===== config.mk =====
export PLATFORM = sky130hd
export DESIGN_NAME = bitmap_to_lcd_page_transpose
export DESIGN_NICKNAME = d
export VERILOG_FILES = /design/src/rtl/bmlcd_pkg.sv /design/src/rtl/bmlcd_strip_store.sv /design/src/rtl/bmlcd_transpose.sv /design/src/rtl/bmlcd_serializer.sv /design/src/rtl/bitmap_to_lcd_page_transpose.sv
export SDC_FILE = /design/constraint.sdc
export NUM_CORES = 1
export LEC_CHECK = 0
export BUFFER_PORTS_ARGS = -buffer_cell sky130_fd_sc_hd__buf_4
export CORE_ASPECT_RATIO = 0.8
export CORE_UTILIZATION = 57
export DETAILED_ROUTE_END_ITERATION = 10
export PLACE_DENSITY = 0.86
export SLEW_MARGIN = 20
export SYNTH_ARGS = -nofsm -noshare
export SYNTH_HDL_FRONTEND = slang
export SYNTH_SLANG_ARGS = --single-unit
export TNS_END_PERCENT = 1

===== constraint.sdc =====
create_clock -name clk -period 5 [get_ports clk]
set_input_delay 1 -clock clk [delete_from_list [all_inputs] [get_ports clk]]
set_output_delay 1 -clock clk [all_outputs]
set_load 0.03 [all_outputs]

===== src/rtl/bmlcd_pkg.sv =====
// Shared types and constants for the bitmap to LCD page transpose block.
// No dependencies; every other file in rtl/ imports this package.
`timescale 1ns / 1ps
`default_nettype none

package bmlcd_pkg;

  // One strip of the picture is eight bitmap rows; seven of them are stored.
  localparam int STRIP_ROWS = 8;
  localparam int SLOTS      = 7;

  // The LCD address is ten bits: seven bits of page line, three of column bit.
  localparam int ADDR_W = 10;
  localparam int LINE_W = 7;
  localparam int BIT_W  = 3;

  // Slot of the strip row that completes a column group.
  localparam logic [BIT_W-1:0] LAST_SLOT = 3'd7;

  typedef logic [7:0] byte_t;

  // Eight finished LCD bytes and the page line they belong to.
  typedef struct packed {
    logic [LINE_W-1:0] line;
    byte_t [7:0]       data;
  } group_t;

endpackage

`default_nettype wire


===== src/rtl/bmlcd_strip_store.sv =====
// Storage for the first seven rows of the current strip: one bank per row.
// Depends on bmlcd_pkg.
`timescale 1ns / 1ps
`default_nettype none

module bmlcd_strip_store
  import bmlcd_pkg::*;
#(
  parameter int ROW_BYTES = 16,
  parameter int COL_W     = 4
) (
  input  wire logic                clk,
  input  wire logic                wr_en,
  input  wire logic [BIT_W-1:0]    wr_slot,
  input  wire logic [COL_W-1:0]    wr_col,
  input  wire byte_t               wr_data,
  input  wire logic                rd_en,
  input  wire logic [COL_W-1:0]    rd_col,
  output byte_t [SLOTS-1:0]        rd_data
);

  // Each bank holds one row; all banks are read at the same column at once.
  for (genvar i = 0; i < SLOTS; i++) begin : g_bank
    byte_t mem [ROW_BYTES];

    always_ff @(posedge clk) begin
      if (wr_en && (wr_slot == BIT_W'(i))) begin
        mem[wr_col] <= wr_data;
      end
      if (rd_en) begin
        rd_data[i] <= mem[rd_col];
      end
    end
  end

endmodule

`default_nettype wire


===== src/rtl/bmlcd_transpose.sv =====
// 8x8 bit transpose: column bit f of the eight strip rows becomes LCD byte f.
// Depends on bmlcd_pkg.
`timescale 1ns / 1ps
`default_nettype none

module bmlcd_transpose
  import bmlcd_pkg::*;
(
  input  wire byte_t [7:0] src,
  output byte_t [7:0]      dst
);

  // Bit m of LCD byte f is the pixel of row m taken with mask 0x80 >> f.
  always_comb begin
    for (int f = 0; f < 8; f++) begin
      for (int m = 0; m < 8; m++) begin
        dst[f][m] = src[m][7-f];
      end
    end
  end

endmodule

`default_nettype wire


===== src/rtl/bmlcd_serializer.sv =====
// Output register that hands out one column group as eight LCD byte results.
// Depends on bmlcd_pkg.
`timescale 1ns / 1ps
`default_nettype none

module bmlcd_serializer
  import bmlcd_pkg::*;
(
  input  wire logic              clk,
  input  wire logic              rst,
  input  wire logic              load_valid,
  output logic                   load_ready,
  input  wire group_t            load,
  output logic                   out_valid,
  input  wire logic              out_ready,
  output logic [ADDR_W-1:0]      lcd_address,
  output byte_t                  lcd_byte,
  output logic                   last_of_group
);

  logic              busy;
  logic [BIT_W-1:0]  cnt;
  group_t            group;
  logic              out_take;

  assign out_take   = busy && out_ready;
  // A new group may enter while the last byte of the current one leaves.
  assign load_ready = !busy || (out_ready && (cnt == LAST_SLOT));

  always_ff @(posedge clk) begin
    if (rst) begin
      busy <= 1'b0;
      cnt  <= '0;
    end else if (load_valid && load_ready) begin
      busy <= 1'b1;
      cnt  <= '0;
    end else if (out_take) begin
      if (cnt == LAST_SLOT) begin
        busy <= 1'b0;
      end
      cnt <= cnt + BIT_W'(1);
    end
  end

  always_ff @(posedge clk) begin
    if (load_valid && load_ready) begin
      group <= load;
    end
  end

  // Present the current byte of the group.
  assign out_valid     = busy;
  assign lcd_byte      = group.data[cnt];
  assign lcd_address   = {group.line, cnt};
  assign last_of_group = (cnt == LAST_SLOT);

endmodule

`default_nettype wire


===== src/rtl/bitmap_to_lcd_page_transpose.sv =====
// Top level: bitmap byte stream in, LCD page bytes with addresses out.
// Depends on bmlcd_pkg, bmlcd_strip_store, bmlcd_transpose, bmlcd_serializer.
`timescale 1ns / 1ps
`default_nettype none

// The block takes the bytes of a bottom-up 1 bit per pixel bitmap in file order,
// one request per cycle while in_ready is high, and inverts them. Bytes of the
// first seven rows of each eight-row strip are only stored (one bank per row,
// read all at once). A byte of the eighth row completes eight pixel columns: it
// is held in the stage register, then its group goes to the serializer register,
// and the eight LCD bytes of those columns leave on the result channel, one per
// cycle while out_ready is high, last_of_group marking the eighth. The single
// result channel sets the rate in the eighth row of a strip, while stalls on the
// result side hold the input only when a completing byte arrives and a group is
// still waiting. A frame is FRAME_BYTES bytes long; the position counter wraps after it.
module bitmap_to_lcd_page_transpose
  import bmlcd_pkg::*;
#(
  parameter int ROW_BYTES   = 16,
  parameter int FRAME_BYTES = 1024
) (
  input  wire logic              clk,
  input  wire logic              rst,
  input  wire logic              in_valid,
  output logic                   in_ready,
  input  wire logic [7:0]        pixel_byte,
  output logic                   out_valid,
  input  wire logic              out_ready,
  output logic [ADDR_W-1:0]      lcd_address,
  output logic [7:0]             lcd_byte,
  output logic                   last_of_group
);

  localparam int POS_W   = $clog2(FRAME_BYTES);
  localparam int COL_W   = (ROW_BYTES > 1) ? $clog2(ROW_BYTES) : 1;
  localparam int PAGES   = FRAME_BYTES / ROW_BYTES / STRIP_ROWS;
  localparam int STRIP_W = $clog2(FRAME_BYTES / ROW_BYTES / STRIP_ROWS + 2);

  // Frame position, split into column, row within the strip and strip.
  logic [POS_W-1:0]   pos;
  logic [COL_W-1:0]   col;
  logic [BIT_W-1:0]   slot;
  logic [STRIP_W-1:0] strip;

  logic               in_take;
  logic               emit;
  byte_t              inv;
  logic [STRIP_W-1:0] page;
  logic [LINE_W-1:0]  line_next;

  // Stage register for a request that completes a column group.
  logic               b_valid;
  byte_t              b_inv;
  logic [LINE_W-1:0]  b_line;
  logic               b_take;

  byte_t [SLOTS-1:0]  rd_data;
  byte_t [7:0]        src;
  byte_t [7:0]        cols;
  group_t             group;

  assign inv  = ~pixel_byte;
  assign emit = (slot == LAST_SLOT) && (strip < STRIP_W'(PAGES));
  assign page = STRIP_W'(PAGES) - STRIP_W'(1) - strip;

  // Page line of the group: page * ROW_BYTES + column, kept to seven bits.
  always_comb begin
    line_next = LINE_W'(int'(page) * ROW_BYTES + int'(col));
  end

  assign in_ready = !emit || !b_valid || b_take;
  assign in_take  = in_valid && in_ready;

  // Position counters.
  always_ff @(posedge clk) begin
    if (rst) begin
      pos   <= '0;
      col   <= '0;
      slot  <= '0;
      strip <= '0;
    end else if (in_take) begin
      if (pos == POS_W'(FRAME_BYTES - 1)) begin
        pos   <= '0;
        col   <= '0;
        slot  <= '0;
        strip <= '0;
      end else begin
        pos <= pos + POS_W'(1);
        if (col == COL_W'(ROW_BYTES - 1)) begin
          col  <= '0;
          slot <= slot + BIT_W'(1);
          if (slot == LAST_SLOT) begin
            strip <= strip + STRIP_W'(1);
          end
        end else begin
          col <= col + COL_W'(1);
        end
      end
    end
  end

  // Stage register control and payload.
  always_ff @(posedge clk) begin
    if (rst) begin
      b_valid <= 1'b0;
    end else if (in_take && emit) begin
      b_valid <= 1'b1;
    end else if (b_take) begin
      b_valid <= 1'b0;
    end
  end

  always_ff @(posedge clk) begin
    if (in_take && emit) begin
      b_inv  <= inv;
      b_line <= line_next;
    end
  end

  bmlcd_strip_store #(
    .ROW_BYTES (ROW_BYTES),
    .COL_W     (COL_W)
  ) u_store (
    .clk     (clk),
    .wr_en   (in_take && !(slot == LAST_SLOT)),
    .wr_slot (slot),
    .wr_col  (col),
    .wr_data (inv),
    .rd_en   (in_take && emit),
    .rd_col  (col),
    .rd_data (rd_data)
  );

  // Row m of the strip: the newest byte is row 0, stored row 6 - k is row k + 1.
  always_comb begin
    src[0] = b_inv;
    for (int m = 1; m < 8; m++) begin
      src[m] = rd_data[7-m];
    end
  end

  bmlcd_transpose u_transpose (
    .src (src),
    .dst (cols)
  );

  assign group.line = b_line;
  assign group.data = cols;

  bmlcd_serializer u_serializer (
    .clk           (clk),
    .rst           (rst),
    .load_valid    (b_valid),
    .load_ready    (b_take),
    .load          (group),
    .out_valid     (out_valid),
    .out_ready     (out_ready),
    .lcd_address   (lcd_address),
    .lcd_byte      (lcd_byte),
    .last_of_group (last_of_group)
  );

endmodule

`default_nettype wire

==> impl_metrics.ini <==
[synth]
synth_adder_area_share_pct = 0.436
yosys.cell_types.count = 42
synth_area_per_cell_um2 = 21.5
netlist_area_um2 = 40200
seq_area_frac_synth_pct = 78.9
post_synth_mux_area_share_pct = 13.7
asyncSetResetFlopFracSynth_pct = 0
synthSimpleGateAreaFrac_pct = 2.72
postSynthRegisterBits = 1064
most_common_flop_cell_mapped_by_yosys = edfxtp_1
dominant_combinational_cell_family_by_area_after_synthesis = multiplexers
synthCells = 1867
ys.warnings.count = 0
synth-compound-area-share_pct = 2.67
syn_nets = 1893
number_of_enable_flip_flop_cells_after_synthesis = 1038
synth_xor_xnor_area_share_pct = 0.174

[critical_path]
max_stage_delay_ns = 0.67
cp.buffers_inverters = 2
crit_arrival_ns = 2.80
largest_fanout_on_the_critical_path = 11
slowest_stage = dfxtp_2
critPathCaptureType = primary output
cp_common_cell = buf_4
critPathLaunchType = flop
criticalPathCategory = flop to primary output
path_cells = buf_4 > mux4_2 > mux2_2 > buf_4
critical_path_rt_ns = 4.00
critPathTopFamily = multiplexers

[sta]
fraction_of_the_cycle_the_final_worst_path_needs_pct = 75.9
rsz_0062_raised_after_global_routing = no
totalNegativeSetupSlack_ns = 0
final-setup-viol-count = 0
maxSlewHeadroom_pct = 23.4
max_slew.worst_pin.slew_ns = 1.15
clock-skew-final_ns = 0.0324
final_max_slew_viol_count = 0
report.final.hold_viol_count = 0
final_critical_period_ns = 3.80
max_clock_freq_ghz = 0.263

[min_path]
worst_hold_path_type = flop to flop

[global_routing]
grt_pass1_wl_mm = 140
grt_antenna_before_repair = 1
grt_usage_pct = 27.4
grt_pass1_vias = 20100
gr-total-overflow = 0
grt_max_degree = 123

[clock_network]
cts_hold_buf = 0
cts.repair.resized = 0
clk_transition_reported_paths_ns = 0.08
clock_sinks = 1064
cts_inserted_buffers = 92
cts_tree = done
number_of_buffers_between_clock_root_and_the_deepest_sink = 3
cts.root.buffer_cell = clkbuf_16
post_cts_setup_inserts = 0
htreeDepth = 3
clock_latency_on_the_worst_skew_pair_ns = 0.66

[power]
max_rail_drop_vdd_uv = 339
p_per_area_nw_per_um2 = 396
p_leak_nw = 13.5

[flow_run]
cap_viol_max_count = 0

[floorplan]
num_rows = 86
floorplan.io_pins = 33
floorplan.initialDensity_pct = 57.9
dieWidth_um = 299
die_area_um2 = 71500
placeableCoreArea_um2 = 69300
chipHeight_um = 239

[cells_and_area]
register_area_um2 = 31700
final_area_um2 = 44200
layoutNonFillerInstCount = 2904
fill_count = 4264
finalNetCount = 1935
post_route_cells_drive_above_1_share_pct = 22.8
syn_to_final_growth_pct = 10.1
multi_input_comb_area_um2 = 7950

[placed_design]
dp_cells = 2739
finalWeightedCongestion = 0.855
dp.final_hpwl_mm = 50.6
dpl_cell_area_um2 = 41300
portBuffers = 32

[routing]
post_drt_wl_per_cell_um = 32.9
drc_errors = 0
vias = 20000
route.detailed.vias_per_inst = 6.88
wl_mm = 95.6
drt.antenna.violating_nets = 0
drt_pre_antenna_iters = 5
drt_iter0_markers = 2905

[run_status]
status = completed
[path summary, 6_finish.rpt]
path | startpoint | to | slack (ns) | cells past startpoint
max reg2reg | slot[1] | u_store.g_bank[1].mem[8][7] | 1.71 | 5
min reg2reg | u_store.rd_data[20] | u_serializer.group[29] | 0.41 | 0
max | u_serializer.cnt[0] | lcd_byte[5] | 1.20 | 4
min | u_store.rd_data[20] | u_serializer.group[29] | 0.41 | 0
[metrics by stage]
| step | total power [mW] | worst slack, ns | hold slack, ns | utilization, % |
|---|---|---|---|---|
| global route | 17.9 | 1.11 | 0.426 | 63.8 |
| floorplan | 10.4 | 0.0876 | 0.400 | - |
| global placement | 10.6 | 1.88 | 0.401 | 59.6 |
| finish | 17.5 | 1.20 | 0.411 | 63.8 |
| detailed placement | 10.6 | 1.73 | 0.405 | 59.6 |
| CTS | 17.5 | 1.15 | 0.413 | 63.8 |
[sequential cells by signal, summed over array words and instances, names as in the netlist]
register,count
u_serializer.out_valid,1
u_serializer.group,64
u_serializer.lcd_address,7
slot,3
b_inv,8
pos,10
u_store.rd_data,56
col,4
b_valid,1
u_store.g_bank.mem,896
u_serializer.cnt,3
b_line,7
strip,4
[layer usage]
metal / track usage (%) / vias up / share of wire, %
met5: 0 / - / 0
met4: 10.1 / 0 / 3.9
met3: 6.70 / 240 / 12
met2: 43.5 / 1664 / 48
met1: 37.4 / 10300 / 36
li1: - / 7792 / -
[cell type report]
type | instances | area share, %
clock buffers | 116 | 5.57
clock inverters | 48 | 0.970
inverters | 18 | 0.201
multi-input cells | 680 | 18.0
flip-flops and latches | 1064 | 71.7
well taps | 924 | 2.61
diodes | 1 | 0.00566
repair buffers | 53 | 0.984
[cells by family (layout without fill, tap and decap cells)]
group,count (synthesis),after routing
other cells,0,1
fa+ha+maj,14,14
mux,249,249
flops,1064,1064
compound gates,149,149
simple gates,260,260
xor+xnor,8,8
buf+inv,123,235
[cells in the mapped netlist (all sizes together), types with 2 or more instances]
cell type,count,share of area [%]
mux4,240,13
a31oi,5,0.078
and3,6,0.097
nor2,127,1.2
buf,50,0.68
clkbuf,55,0.51
or3,2,0.031
nand2,87,0.81
or4,5,0.093
nand3b,3,0.056
a21oi,16,0.20
mux2,9,0.25
xnor2,6,0.13
and2,2,0.031
inv,17,0.16
nand4,5,0.093
xor2,2,0.044
dfxtp,26,1.3
a21boi,2,0.056
edfxtp,1038,78
a22oi,112,2.1
nand3,17,0.21
ha,14,0.44
a21bo,2,0.050
nor2b,3,0.047
o21ai,7,0.087
[power by group]
| part | switching [mW] | internal [mW] |
|---|---|---|
| logic | 0.408 | 0.251 |
| clock network | 3.18 | 3.86 |
| registers | 0.0246 | 9.78 |
| total | 3.62 | 13.9 |
[placed cells by master, fill, tap and decap left out, types with 3 or more instances in the layout]
cell        count
a21oi_1        16
a22oi_1       112
a31oi_1         5
and3_1          4
buf_12          3
buf_4          50
bufinv_16       7
clkbuf_1       19
clkbuf_16      94
clkbuf_8        3
clkinv_1       20
clkinv_2       16
clkinv_4        5
clkinvlp_4      4
dfxtp_1        23
edfxtp_1     1038
ha_1           14
inv_1           9
mux2_2          8
mux4_2        240
nand2_1        87
nand3_1        17
nand3b_1        3
nand4_1         4
nor2_1        125
o21ai_0         6
or4_1           5
xnor2_1         6
Note: power is estimated with default switching activity, not from simulation.
